<file path="src/ptce_pkg.sv">
// ----------------------------------------------------------------------------
// ptce_pkg: shared types, constants and helpers
// Frame and command constants, configuration bundle, queue entry and the
// small arithmetic helpers used by the front and back of the tracking engine.
// ----------------------------------------------------------------------------
package ptce_pkg;

	// input operation codes
	localparam logic OP_BYTE = 1'b0;
	localparam logic OP_GOAL = 1'b1;

	// reply framing
	localparam logic [7:0] FRAME_LIMIT = 8'd50;
	localparam logic [7:0] FRAME_LEN   = 8'd11;
	localparam logic [7:0] FRAME_FIRST = 8'd2;
	localparam logic [7:0] FRAME_LAST  = 8'd9;
	localparam logic [7:0] TERMINATOR  = 8'hFF;

	// speed clamp
	localparam logic [3:0] MAX_SPEED = 4'd8;

	// drive command bytes
	localparam logic [7:0] CMD_HEAD     = 8'h80;
	localparam logic [7:0] CMD_COMMAND  = 8'h01;
	localparam logic [7:0] CMD_PAN_TILT = 8'h06;
	localparam logic [7:0] CMD_DRIVE    = 8'h01;
	localparam logic [7:0] DIR_POS      = 8'h02;
	localparam logic [7:0] DIR_NEG      = 8'h01;
	localparam logic [7:0] DIR_STOP     = 8'h03;

	// command byte positions
	localparam logic [3:0] BYTE_HEAD    = 4'd0;
	localparam logic [3:0] BYTE_COMMAND = 4'd1;
	localparam logic [3:0] BYTE_PT      = 4'd2;
	localparam logic [3:0] BYTE_DRIVE   = 4'd3;
	localparam logic [3:0] BYTE_PAN_SPD = 4'd4;
	localparam logic [3:0] BYTE_TLT_SPD = 4'd5;
	localparam logic [3:0] BYTE_PAN_DIR = 4'd6;
	localparam logic [3:0] BYTE_TLT_DIR = 4'd7;
	localparam logic [3:0] BYTE_LAST    = 4'd8;

	// register indexes
	localparam logic [2:0] REG_ADDRESS     = 3'd0;
	localparam logic [2:0] REG_PAN_OFFSET  = 3'd1;
	localparam logic [2:0] REG_TILT_OFFSET = 3'd2;
	localparam logic [2:0] REG_GAIN        = 3'd3;
	localparam logic [2:0] REG_DEADBAND    = 3'd4;

	typedef struct packed {
		logic [2:0]         camera_address;
		logic signed [10:0] pan_offset;
		logic signed [10:0] tilt_offset;
		logic [15:0]        speed_gain;
		logic [7:0]         deadband;
	} ptce_cfg_t;

	// one decoded frame: signed distance to the goal per axis
	typedef struct packed {
		logic signed [18:0] pan_err;
		logic signed [18:0] tilt_err;
	} ptce_frame_t;

	function automatic logic [17:0] err_mag(input logic signed [18:0] e);
		logic signed [18:0] n;
		n = -e;
		return e[18] ? n[17:0] : e[17:0];
	endfunction

	// product is |error| * gain; quotient is product >> 16
	function automatic logic signed [4:0] axis_speed(input logic [33:0] prod,
			input logic neg, input logic dead);
		logic [17:0] q;
		logic [3:0]  m;
		logic [4:0]  s;
		q = prod[33:16];
		m = (q >= {14'd0, MAX_SPEED}) ? MAX_SPEED : (q[3:0] + 4'd1);
		s = {1'b0, m};
		if (dead)
			return 5'sd0;
		return neg ? -$signed(s) : $signed(s);
	endfunction

	function automatic logic [7:0] speed_mag(input logic signed [4:0] s);
		logic signed [4:0] n;
		n = -s;
		return {4'd0, s[4] ? n[3:0] : s[3:0]};
	endfunction

	function automatic logic [7:0] dir_code(input logic signed [4:0] s);
		if (s > 5'sd0)
			return DIR_POS;
		if (s < 5'sd0)
			return DIR_NEG;
		return DIR_STOP;
	endfunction

endpackage

</file>
<file path="src/ptce_front.sv">
// ----------------------------------------------------------------------------
// ptce_front: input side of the tracking engine
// Collects reply bytes into a frame, keeps the pan and tilt goals, and pushes
// the per-axis position error of every complete position frame to the queue.
// ----------------------------------------------------------------------------
module ptce_front
	import ptce_pkg::*;
(
	input  logic               clk,
	input  logic               arst_n,
	input  logic               in_valid,
	output logic               in_stall,
	input  logic               operation,
	input  logic [7:0]         in_byte,
	input  logic signed [15:0] target_pan,
	input  logic signed [15:0] target_tilt,
	input  ptce_cfg_t          cfg,
	input  logic               q_full,
	output logic               q_push,
	output ptce_frame_t        q_data
);

	logic               accept;
	logic [7:0]         fill_q;
	logic [7:0]         fill_base;
	logic [7:0]         fill_next;
	logic [7:0]         fill_off;
	logic               store_en;
	logic [7:0]         store_q [8];
	logic signed [17:0] pan_goal_q;
	logic signed [17:0] tilt_goal_q;
	logic signed [15:0] pan_pos;
	logic signed [15:0] tilt_pos;
	logic               frame_end;
	logic               frame_full;

	assign in_stall = q_full;
	assign accept   = in_valid & ~q_full;

	always_comb begin
		fill_base  = (fill_q >= FRAME_LIMIT) ? 8'd0 : fill_q;
		fill_next  = fill_base + 8'd1;
		fill_off   = fill_base - FRAME_FIRST;
		store_en   = (fill_base >= FRAME_FIRST) && (fill_base <= FRAME_LAST);
		frame_end  = (in_byte == TERMINATOR);
		frame_full = (fill_next == FRAME_LEN);
	end

	assign pan_pos  = {store_q[0][3:0], store_q[1][3:0], store_q[2][3:0], store_q[3][3:0]};
	assign tilt_pos = {store_q[4][3:0], store_q[5][3:0], store_q[6][3:0], store_q[7][3:0]};

	assign q_data.pan_err  = {pan_goal_q[17], pan_goal_q} - {{3{pan_pos[15]}}, pan_pos};
	assign q_data.tilt_err = {{3{tilt_pos[15]}}, tilt_pos} - {tilt_goal_q[17], tilt_goal_q};
	assign q_push          = accept & (operation == OP_BYTE) & frame_end & frame_full;

	always_ff @(posedge clk or negedge arst_n) begin
		if (!arst_n) begin
			fill_q      <= '0;
			pan_goal_q  <= '0;
			tilt_goal_q <= '0;
		end else if (accept) begin
			if (operation == OP_GOAL) begin
				pan_goal_q  <= {{2{target_pan[15]}}, target_pan}
					+ {{7{cfg.pan_offset[10]}}, cfg.pan_offset};
				tilt_goal_q <= {{2{target_tilt[15]}}, target_tilt}
					+ {{7{cfg.tilt_offset[10]}}, cfg.tilt_offset};
			end else begin
				// terminator closes any frame
				fill_q <= frame_end ? 8'd0 : fill_next;
			end
		end
	end

	// position nibbles; no reset, every entry is written before it is decoded
	always_ff @(posedge clk) begin
		if (accept && (operation == OP_BYTE) && store_en)
			store_q[fill_off[2:0]] <= in_byte;
	end

endmodule

</file>
<file path="src/ptce_queue.sv">
// ----------------------------------------------------------------------------
// ptce_queue: two-entry frame queue
// Decouples frame collection from command generation so that either side can
// stall without holding the other.
// ----------------------------------------------------------------------------
module ptce_queue
	import ptce_pkg::*;
(
	input  logic        clk,
	input  logic        arst_n,
	input  logic        push,
	input  ptce_frame_t push_data,
	output logic        full,
	output logic        valid,
	input  logic        pop,
	output ptce_frame_t pop_data
);

	ptce_frame_t entry_q [2];
	logic [1:0]  count_q;
	logic        wr_q;
	logic        rd_q;

	assign full     = (count_q == 2'd2);
	assign valid    = (count_q != 2'd0);
	assign pop_data = entry_q[rd_q];

	always_ff @(posedge clk or negedge arst_n) begin
		if (!arst_n) begin
			count_q <= '0;
			wr_q    <= 1'b0;
			rd_q    <= 1'b0;
		end else begin
			if (push)
				wr_q <= ~wr_q;
			if (pop)
				rd_q <= ~rd_q;
			if (push && !pop)
				count_q <= count_q + 2'd1;
			else if (pop && !push)
				count_q <= count_q - 2'd1;
		end
	end

	always_ff @(posedge clk) begin
		if (push)
			entry_q[wr_q] <= push_data;
	end

	a_no_overflow: assert property (@(posedge clk) disable iff (!arst_n)
		push |-> !full)
		else $error("frame queue written while full");

	a_count_range: assert property (@(posedge clk) disable iff (!arst_n)
		count_q != 2'd3)
		else $error("frame queue count out of range");

	a_ptr_match: assert property (@(posedge clk) disable iff (!arst_n)
		(count_q == 2'd0 || count_q == 2'd2) |-> (wr_q == rd_q))
		else $error("frame queue pointers disagree with count");

endmodule

</file>
<file path="src/ptce_back.sv">
// ----------------------------------------------------------------------------
// ptce_back: speed computation and drive command generation
// Takes one frame error pair from the queue, scales it into axis speeds and,
// when a speed changed, sends the nine-byte drive command.
// ----------------------------------------------------------------------------
module ptce_back
	import ptce_pkg::*;
(
	input  logic        clk,
	input  logic        arst_n,
	input  ptce_cfg_t   cfg,
	input  logic        q_valid,
	input  ptce_frame_t q_data,
	output logic        q_pop,
	output logic        out_valid,
	input  logic        out_stall,
	output logic [7:0]  out_byte,
	output logic        last,
	output logic        moving
);

	typedef enum logic [3:0] {
		ST_IDLE  = 4'b0001,
		ST_MUL   = 4'b0010,
		ST_SPEED = 4'b0100,
		ST_EMIT  = 4'b1000
	} back_state_t;

	back_state_t        state_q;
	logic [17:0]        pan_mag_s1;
	logic [17:0]        tilt_mag_s1;
	logic               pan_neg_s1;
	logic               tilt_neg_s1;
	logic               pan_dead_s1;
	logic               tilt_dead_s1;
	logic [33:0]        pan_prod_s2;
	logic [33:0]        tilt_prod_s2;
	logic signed [4:0]  pan_spd_q;
	logic signed [4:0]  tilt_spd_q;
	logic signed [4:0]  pan_new;
	logic signed [4:0]  tilt_new;
	logic               moving_q;
	logic [3:0]         idx_q;
	logic               transfer;
	logic               last_xfer;
	logic [17:0]        pan_mag;
	logic [17:0]        tilt_mag;

	assign out_valid = (state_q == ST_EMIT);
	assign transfer  = out_valid & ~out_stall;
	assign last      = (idx_q == BYTE_LAST);
	assign last_xfer = transfer & last;
	assign moving    = moving_q;
	assign q_pop     = q_valid & ((state_q == ST_IDLE) | last_xfer);

	assign pan_mag  = err_mag(q_data.pan_err);
	assign tilt_mag = err_mag(q_data.tilt_err);
	assign pan_new  = axis_speed(pan_prod_s2, pan_neg_s1, pan_dead_s1);
	assign tilt_new = axis_speed(tilt_prod_s2, tilt_neg_s1, tilt_dead_s1);

	always_comb begin
		unique case (idx_q)
			BYTE_HEAD:    out_byte = CMD_HEAD + {5'd0, cfg.camera_address};
			BYTE_COMMAND: out_byte = CMD_COMMAND;
			BYTE_PT:      out_byte = CMD_PAN_TILT;
			BYTE_DRIVE:   out_byte = CMD_DRIVE;
			BYTE_PAN_SPD: out_byte = speed_mag(pan_spd_q);
			BYTE_TLT_SPD: out_byte = speed_mag(tilt_spd_q);
			BYTE_PAN_DIR: out_byte = dir_code(pan_spd_q);
			BYTE_TLT_DIR: out_byte = dir_code(tilt_spd_q);
			default:      out_byte = TERMINATOR;
		endcase
	end

	always_ff @(posedge clk or negedge arst_n) begin
		if (!arst_n) begin
			state_q    <= ST_IDLE;
			pan_spd_q  <= '0;
			tilt_spd_q <= '0;
			moving_q   <= 1'b1;
			idx_q      <= '0;
		end else begin
			unique case (state_q)
				ST_IDLE: begin
					if (q_valid)
						state_q <= ST_MUL;
				end
				ST_MUL: begin
					state_q <= ST_SPEED;
				end
				ST_SPEED: begin
					if (pan_new == pan_spd_q && tilt_new == tilt_spd_q) begin
						state_q <= ST_IDLE;
					end else begin
						pan_spd_q  <= pan_new;
						tilt_spd_q <= tilt_new;
						moving_q   <= (pan_new != 5'sd0) || (tilt_new != 5'sd0);
						idx_q      <= '0;
						state_q    <= ST_EMIT;
					end
				end
				ST_EMIT: begin
					if (transfer)
						idx_q <= idx_q + 4'd1;
					// go straight to the next frame if one waits
					if (last_xfer)
						state_q <= q_valid ? ST_MUL : ST_IDLE;
				end
				default: state_q <= ST_IDLE;
			endcase
		end
	end

	always_ff @(posedge clk) begin
		if (q_pop) begin
			pan_mag_s1   <= pan_mag;
			tilt_mag_s1  <= tilt_mag;
			pan_neg_s1   <= q_data.pan_err[18];
			tilt_neg_s1  <= q_data.tilt_err[18];
			pan_dead_s1  <= (pan_mag < {10'd0, cfg.deadband});
			tilt_dead_s1 <= (tilt_mag < {10'd0, cfg.deadband});
		end
		if (state_q == ST_MUL) begin
			pan_prod_s2  <= pan_mag_s1 * cfg.speed_gain;
			tilt_prod_s2 <= tilt_mag_s1 * cfg.speed_gain;
		end
	end

	a_pop_nonempty: assert property (@(posedge clk) disable iff (!arst_n)
		q_pop |-> q_valid)
		else $error("frame taken from empty queue");

	a_last_term: assert property (@(posedge clk) disable iff (!arst_n)
		(out_valid && last) |-> (out_byte == TERMINATOR))
		else $error("final command byte is not the terminator");

	a_stop_speed: assert property (@(posedge clk) disable iff (!arst_n)
		(out_valid && !moving && (idx_q == BYTE_PAN_SPD || idx_q == BYTE_TLT_SPD))
		|-> (out_byte == 8'd0))
		else $error("stop command carries a nonzero speed");

	a_emit_advance: assert property (@(posedge clk) disable iff (!arst_n)
		(transfer && !last) |=> (out_valid && idx_q == $past(idx_q) + 4'd1))
		else $error("command byte index did not advance on transfer");

endmodule

</file>
<file path="src/pan_tilt_tracking_command_engine_unit.sv">
// ----------------------------------------------------------------------------
// pan_tilt_tracking_command_engine_unit: camera pan/tilt tracking engine
// Decodes camera position replies and issues drive commands toward a goal.
// ----------------------------------------------------------------------------
// Usage:
//   Input channel (in_valid/in_stall): operation 0 carries one reply byte in
//   in_byte, operation 1 sets a new pan/tilt goal from target_pan and
//   target_tilt plus the offset registers. One item transfers per cycle while in_stall is low.
//   Output channel (out_valid/out_stall): a nine-byte drive command, one byte
//   per transfer, last marks the final byte, moving is low for a stop command.
//   Config channel (cfg_valid/cfg_ready, always ready): cfg_index selects the
//   register, cfg_data carries its value in the low bits. Write only when idle.
// Flow:
//   After the terminator of an 11-byte position frame transfers, the frame
//   is queued, popped in idle, scaled in the multiply and compare states and
//   its first command byte offered if a speed changed; after the last of its
//   nine bytes the command unit goes straight to the next waiting frame.
// Reset clears the frame count, goals, previous speeds and the queue;
// registers return to their defaults. While out_stall is high the current
// byte holds; finished frames wait in a two-entry queue and in_stall rises
// only when that queue is full.
// ----------------------------------------------------------------------------
module pan_tilt_tracking_command_engine_unit
	import ptce_pkg::*;
(
	input  logic               clk,
	input  logic               arst_n,
	input  logic               in_valid,
	output logic               in_stall,
	input  logic               operation,
	input  logic [7:0]         in_byte,
	input  logic signed [15:0] target_pan,
	input  logic signed [15:0] target_tilt,
	output logic               out_valid,
	input  logic               out_stall,
	output logic [7:0]         out_byte,
	output logic               last,
	output logic               moving,
	input  logic               cfg_valid,
	output logic               cfg_ready,
	input  logic [2:0]         cfg_index,
	input  logic [15:0]        cfg_data
);

	ptce_cfg_t   cfg_q;
	logic        q_full;
	logic        q_push;
	logic        q_valid;
	logic        q_pop;
	ptce_frame_t push_data;
	ptce_frame_t pop_data;

	assign cfg_ready = 1'b1;

	always_ff @(posedge clk or negedge arst_n) begin
		if (!arst_n) begin
			cfg_q.camera_address <= 3'd1;
			cfg_q.pan_offset     <= '0;
			cfg_q.tilt_offset    <= '0;
			cfg_q.speed_gain     <= 16'd983;
			cfg_q.deadband       <= 8'd7;
		end else if (cfg_valid && cfg_ready) begin
			unique case (cfg_index)
				REG_ADDRESS:     cfg_q.camera_address <= cfg_data[2:0];
				REG_PAN_OFFSET:  cfg_q.pan_offset     <= cfg_data[10:0];
				REG_TILT_OFFSET: cfg_q.tilt_offset    <= cfg_data[10:0];
				REG_GAIN:        cfg_q.speed_gain     <= cfg_data;
				REG_DEADBAND:    cfg_q.deadband       <= cfg_data[7:0];
				default:         ;
			endcase
		end
	end

	ptce_front u_front (
		.clk         (clk),
		.arst_n      (arst_n),
		.in_valid    (in_valid),
		.in_stall    (in_stall),
		.operation   (operation),
		.in_byte     (in_byte),
		.target_pan  (target_pan),
		.target_tilt (target_tilt),
		.cfg         (cfg_q),
		.q_full      (q_full),
		.q_push      (q_push),
		.q_data      (push_data)
	);

	ptce_queue u_queue (
		.clk       (clk),
		.arst_n    (arst_n),
		.push      (q_push),
		.push_data (push_data),
		.full      (q_full),
		.valid     (q_valid),
		.pop       (q_pop),
		.pop_data  (pop_data)
	);

	ptce_back u_back (
		.clk       (clk),
		.arst_n    (arst_n),
		.cfg       (cfg_q),
		.q_valid   (q_valid),
		.q_data    (pop_data),
		.q_pop     (q_pop),
		.out_valid (out_valid),
		.out_stall (out_stall),
		.out_byte  (out_byte),
		.last      (last),
		.moving    (moving)
	);

endmodule
</file>
<file path="config.mk">
export PLATFORM = sky130hd
export DESIGN_NAME = pan_tilt_tracking_command_engine_unit
export DESIGN_NICKNAME = d
export VERILOG_FILES = /design/src/ptce_pkg.sv /design/src/ptce_front.sv /design/src/ptce_queue.sv /design/src/ptce_back.sv /design/src/pan_tilt_tracking_command_engine_unit.sv
export SDC_FILE = /design/constraint.sdc
export NUM_CORES = 2
export LEC_CHECK = 0
export ABC_AREA = 1
export BUFFER_PORTS_ARGS = -buffer_cell sky130_fd_sc_hd__buf_2
export CAP_MARGIN = 25
export CELL_PAD_IN_SITES_DETAIL_PLACEMENT = 0
export CELL_PAD_IN_SITES_GLOBAL_PLACEMENT = 1
export CORE_MARGIN = 3
export CORE_UTILIZATION = 54
export CTS_BUF_LIST = sky130_fd_sc_hd__clkbuf_8 sky130_fd_sc_hd__clkbuf_16
export DETAILED_ROUTE_END_ITERATION = 12
export PLACE_DENSITY = 0.85
export SETUP_SLACK_MARGIN = 0.5
export SYNTH_ARGS = -nofsm -noshare
export SYNTH_HDL_FRONTEND = slang
export SYNTH_HIERARCHICAL = 1
export SYNTH_SLANG_ARGS = --single-unit
</file>
<file path="constraint.sdc">
create_clock -name clk -period 11 [get_ports clk]
set_clock_uncertainty 0.2 [all_clocks]
set_input_delay 0.55 -clock clk [delete_from_list [all_inputs] [get_ports clk]]
set_output_delay 0.55 -clock clk [all_outputs]
set_load 0.05 [all_outputs]
</file>
# After elaboration in Yosys (flattened, before gate mapping)
# Memory sizes are Yosys's and may differ from the RTL's.
# Index checks and enable logic that the tools add are counted.
word_totals:
  n_memories: 2
  word_cells: 172
  output_inout_bits: 13
  register_bits: 222
  inputBits: 65
  mem_bits_rw: 140
mem_list:
  columns: ["name", "depth", "word_bits", "rd", "rd_ports_with_merged_regs", "write_ports", "line_no", "text"]
  rows:
  - ["u_queue.entry_q", 2, 38, 1, 0, 1, "ptce_queue.sv:19", "ptce_frame_t entry_q [2];"]
  - ["u_front.store_q", 8, 8, 8, 0, 1, "ptce_front.sv:29", "logic [7:0] store_q [8];"]
op_classes:
  reduce_logical: 27
  eq_ne: 25
  addsub: 18
  multipliers: 2
  order_cmp: 11
  mux: 49
  bitwise: 14
op_table:
  columns: ["operator", "count"]
  rows:
  - ["8-bit two-way mux", 10]
  - ["18-bit by 16-bit multiplier with 34-bit output", 2]
  - ["8-bit case mux with 7 select lines", 1]
  - ["18-bit by 4-bit >= comparator with 1-bit output (second input constant)", 2]
  - ["18-bit by 8-bit < comparator with 1-bit output", 2]
  - ["18-bit two-way mux", 2]
  - ["4-bit two-way mux", 9]
  - ["18-bit negator", 2]
  - ["16-bit by 11-bit adder with 17-bit output", 2]
  - ["5-bit two-way mux", 6]
  - ["4-bit by 3-bit equality test with 1-bit output (second input constant)", 5]
  - ["2-bit AND reduction", 9]
  - ["16-bit by 17-bit subtractor with 18-bit output", 1]
  - ["17-bit by 16-bit subtractor with 18-bit output", 1]
  - ["1-bit two-way mux", 16]
  - ["4-bit case mux with 4 select lines", 1]
  - ["4-bit by 1-bit adder with 4-bit output (second input constant)", 3]
  - ["4-bit by 2-bit equality test with 1-bit output (second input constant)", 3]
  - ["5-bit equality test", 2]
  - ["5-bit by 1-bit greater-than comparator with 1-bit output (second input constant)", 2]
  - ["5-bit by 1-bit < comparator with 1-bit output (second input constant)", 2]
  - ["4-bit negator with 5-bit output", 2]
  - ["5-bit nonzero test", 2]
  - ["8-bit by 1-bit adder with 8-bit output (second input constant)", 1]
  - ["31 further kinds", 58]

# Logic depth before layout (Yosys ltp)
depth:
  word_depth: 10
  ltp_mapped: 29
  depth_no_buf: 27

# By module
# Netlist, hierarchy kept.
by_module_without_submodules:
  columns: ["mod", "area_per_inst_um2", "cells_per_inst", "n_inst", "seq_area_each_um2"]
  rows:
  - ["ptce_back", 24948.9, 3236, 1, 2760.1]
  - ["ptce_front", 6587.6, 956, 1, 2011.9]
  - ["ptce_queue", 2995.4, 143, 1, 2382.3]
  - ["pan_tilt_tracking_command_engine_unit", 1995.7, 227, 1, 1241.2]

# Worst setup path before layout
# No wires, ideal clock.
synth_path:
  kind: "reg2reg"
  from: "register cfg_q[17] (netlist name)"
  to: "register u_back.pan_prod_s2[28] (data pin)"
  path_slack_ns: 4.922
  setup_time_ns: 0.265
  t_arrival_ns: 5.613
  path_stages_with_launch: 23
  synth_period_minus_slack_ns: 6.078
  required_ns: 10.535
  n_path_buf: 2
  path_cell_list: "dfstp_2 -> clkbuf_1 -> clkbuf_1 -> nand2_1 -> fa_1 -> inv_1 -> fa_1 -> inv_1 -> fa_1 -> inv_1 -> fa_1 -> fa_1 -> inv_1 -> fa_1 -> inv_1 -> ha_1 -> nand2_1 -> nor2_1 -> nand2_1 -> o211ai_1 -> a21oi_1 -> o21ai_0 -> xor2_1"
synth_via:
  elab_chain_len: 1
synth_rtl:
  columns: ["element", "line_no", "text"]
  rows:
  - ["start: declaration", "pan_tilt_tracking_command_engine_unit.sv:45", "ptce_cfg_t cfg_q;"]
  - ["18-bit by 16-bit multiplier with 34-bit output", "ptce_back.sv:124", "pan_prod_s2 <= pan_mag_s1 * cfg.speed_gain;"]
  - ["end signal: assignment", "ptce_back.sv:124", null]
  - ["end: declaration", "ptce_back.sv:36", "logic [33:0] pan_prod_s2;"]
# Every way passes these cells.
# A chain may end at the register's enable or synchronous reset.

# Final worst setup path
layout_path:
  from: "register cfg_q[10] (netlist name)"
  to: "register u_back.tilt_prod_s2[33] (data pin)"
layout_via:
  elab_chain_len: 1
layout_rtl:
  columns: ["element", "line_no", "text"]
  rows:
  - ["18-bit by 16-bit multiplier with 34-bit output", "ptce_back.sv:125", "tilt_prod_s2 <= tilt_mag_s1 * cfg.speed_gain;"]
  - ["end signal: assignment", "ptce_back.sv:125", null]
  - ["end: declaration", "ptce_back.sv:37", "logic [33:0] tilt_prod_s2;"]
# Every way passes these cells.

==> metrics.cfg <==
[logic_synthesis]
synth_cell_types=57
synth-main-ff-cell=edfxtp_1
synth-seq-cells=298
ys_async_sr_fraction_pct=38.3
syn_inst=4562
synth-edff-count=184
yosys_warnings=6
syn-num-nets=5378
postSynthAreaPerCell_sq_um=8.01
synth-seq-area-share_pct=23.0
synthesis.area_sq_um=36500

[finish]
insertedDiodeCount=0
design_area_sq_um=38800
drive_gt1_share_pct=6.06
layout-area-overhead-vs-synth_pct=6.22
layout_commonest_cell=nand2_1
finalNetCount=5356
seq_area_sq_um=8400
multiInputGateArea_sq_um=23200
final_cell_mix=nand2_1 (1222), inv_1 (1129), fa_1 (446), ha_1 (305), nor2_1 (221)
n_fill_cell=6191

[drt]
drt_pass1_iterations=7
drc=0
ant_nets=0
routed_via_density=5.18
drt_first_iter_violations=1827
vias=28100
totalWireLength_mm=93.8
wl_per_cell_microns=17.3

[cts]
insertion_delay_ns=0.54
cts_sinks=298
htreeDepth=2
cts-root-buf=clkbuf_16
clk_path_buf_depth=3
cts_tree=built
clkTransAtPathRegs_ns=0.06
cts_buffers=36
cts_resized=0

[global_routing]
grt_pass1_wl_mm=154
grt_max_degree=68
grt_pass1_vias=29100
track_usage_pct=27.6
grt_overflow_total=0
antenna_found_initial=0

[timing]
slew-limit-headroom_pct=26.8
hold_viol_final=0
min_period_ns=6.68
maxSlewViolCount=0
rsz0062_at_grt=false
fin_crit_sh_pct=60.8
tns_ns=0
fmax_mhz=150
setup_viol_count_final=0
tightest_slew_ns=1.10

[critical_path]
critical_path_class=reg2reg
critPathMaxStageDelay_ns=1.13
worstPathMaxFanout=37
crit_required_ns=11.10
critical_path_arrival_ns=6.79
endpoint_kind=flip-flop
crit_chain=nand2_1 > fa_1 > fa_1 > inv_1 > fa_1 > fa_1 > fa_1 > inv_1 > fa_1 > inv_1 > ha_1 > a21oi_1 > nor2_1 > nor2_1 > o21a_1 > nor2_1 > a2111oi_0 > nand2_1 > nand2_1 > nand2_1
critical_path.most_common_cell=fa_1
start_kind=flip-flop
slowest_stage=dfstp_2

[floorplanning]
initial_core_util_pct=55.1
die_width_microns=266
die_h_microns=266
io_pins=78
rows=94
fp.dieArea_sq_um=70800
core_sq_um=66300

[worst_hold_path]
min_path_type=in2reg

[flow_run]
max_cap_violations=0

[place]
place_congestion=0.919
dp_hpwl_mm=71.7
dpl-instance-area_sq_um=37500
io_buffers=76

[outcome]
status=completed

-- layout make-up --
class / count / share of cell area [%]
multi-input cells: 2972 / 59.8
clock buffers: 39 / 2.52
inverters: 1127 / 10.9
clock inverters: 27 / 0.722
flip-flops and latches: 298 / 21.6
well taps: 864 / 2.79
repair buffers: 105 / 1.65
-- timing repair --
action / 4_1_cts / 5_1_grt
hold buffers: 3 / 0
setup buffers: 0 / 0
endpoints found under the hold margin: 47 / 0
-- path summary, 6_finish.rpt --
path,slack [ns],start,cells after the start,end
worst max-delay path,4.32,cfg_q[10],20,u_back/tilt_prod_s2[33]
worst min-delay path,0.02,cfg_data[14],3,cfg_q[22]
worst max register to register,4.32,cfg_q[10],20,u_back/tilt_prod_s2[33]
worst min register to register,0.26,cfg_q[1],2,cfg_q[1]
max in group asynchronous,8.83,arst_n,3,cfg_q[30]
min in group asynchronous,0.38,arst_n,2,u_back/tilt_spd_q[4]
-- per-layer routing --
layer  GRT usage, %  routed length [microns]  vias to the layer above
met5              0                        0                        -
met4           8.00                     2700                        0
met3           3.76                     5020                      148
met2           48.5                    46400                      695
met1           35.7                    39700                    13600
li1               -                        -                    13700
-- sequential cells by signal, summed over array words and instances, names as in the netlist, 17 cells and up --
| signal | cells |
|---|---|
| u_front/tilt_goal_q | 17 |
| u_front/store_q | 32 |
| u_queue/entry_q | 76 |
| u_back/pan_prod_s2 | 18 |
| cfg_q | 49 |
| u_front/pan_goal_q | 17 |
| u_back/pan_mag_s1 | 18 |
| u_back/tilt_prod_s2 | 18 |
| u_back/tilt_mag_s1 | 18 |
-- cell usage after synthesis, drive strengths merged, types with 3 or more instances --
library cell     n  area (sq um)
a211oi           3          22.5
a21boi           4          30.0
a21o            14           105
a21oi          159           796
a221oi           7          61.3
a31oi           11          68.8
and2             4          25.0
buf             27           213
clkbuf         138           518
dfrtp          100          2500
dfstp           14           368
edfxtp         184          5530
fa             446          8930
ha             305          3820
inv           1126          4230
mux2            38           465
nand2         1238          4700
nand3          155           811
nand3b          14           105
nand4           45           294
nor2           235           950
nor3            35           190
nor4             8          50.1
o21a             7          52.6
o21ai          113           599
o21bai          11          82.6
o22ai            5          31.3
or2              6          37.5
xnor2           29           254
xor2            70           613
-- kinds of logic after synthesis --
family	after synthesis	share of synthesized area (%)
xor gates and xnor gates	99	2.37
and+or+nand+nor	1741	19.6
other	1	0.0103
AOI/OAI and AO/OA	342	5.26
buffers and inverters	1292	13.6
adders and majority gates	751	34.9
muxes	38	1.27
DFF	298	23.0
-- through the flow --
| stage | cells | utilization (%) | worst slack, ns | hold WS (ns) |
|---|---|---|---|---|
| floorplan | 4562 | - | 4.92 | 0.0544 |
| global placement | 5361 | 56.5 | 4.47 | 0.254 |
| detailed placement | 5361 | 56.5 | 4.32 | 0.258 |
| CTS | 5430 | 58.4 | 4.31 | 0.00236 |
| global route | 5432 | 58.5 | 3.85 | 0.0205 |
| finish | 5432 | 58.5 | 4.32 | 0.0212 |
-- critical path: cells and delay by family (launching register included) --
family / cells / cell delay, ns
fa+ha+maj: 7 / 3.34
buf+inv: 3 / 0.14
flops: 1 / 1.13
compound gates: 3 / 0.88
simple gates: 7 / 0.70
Power is not shown: default switching activity piles up to over one toggle a cycle in this logic, so the estimate is an artifact.
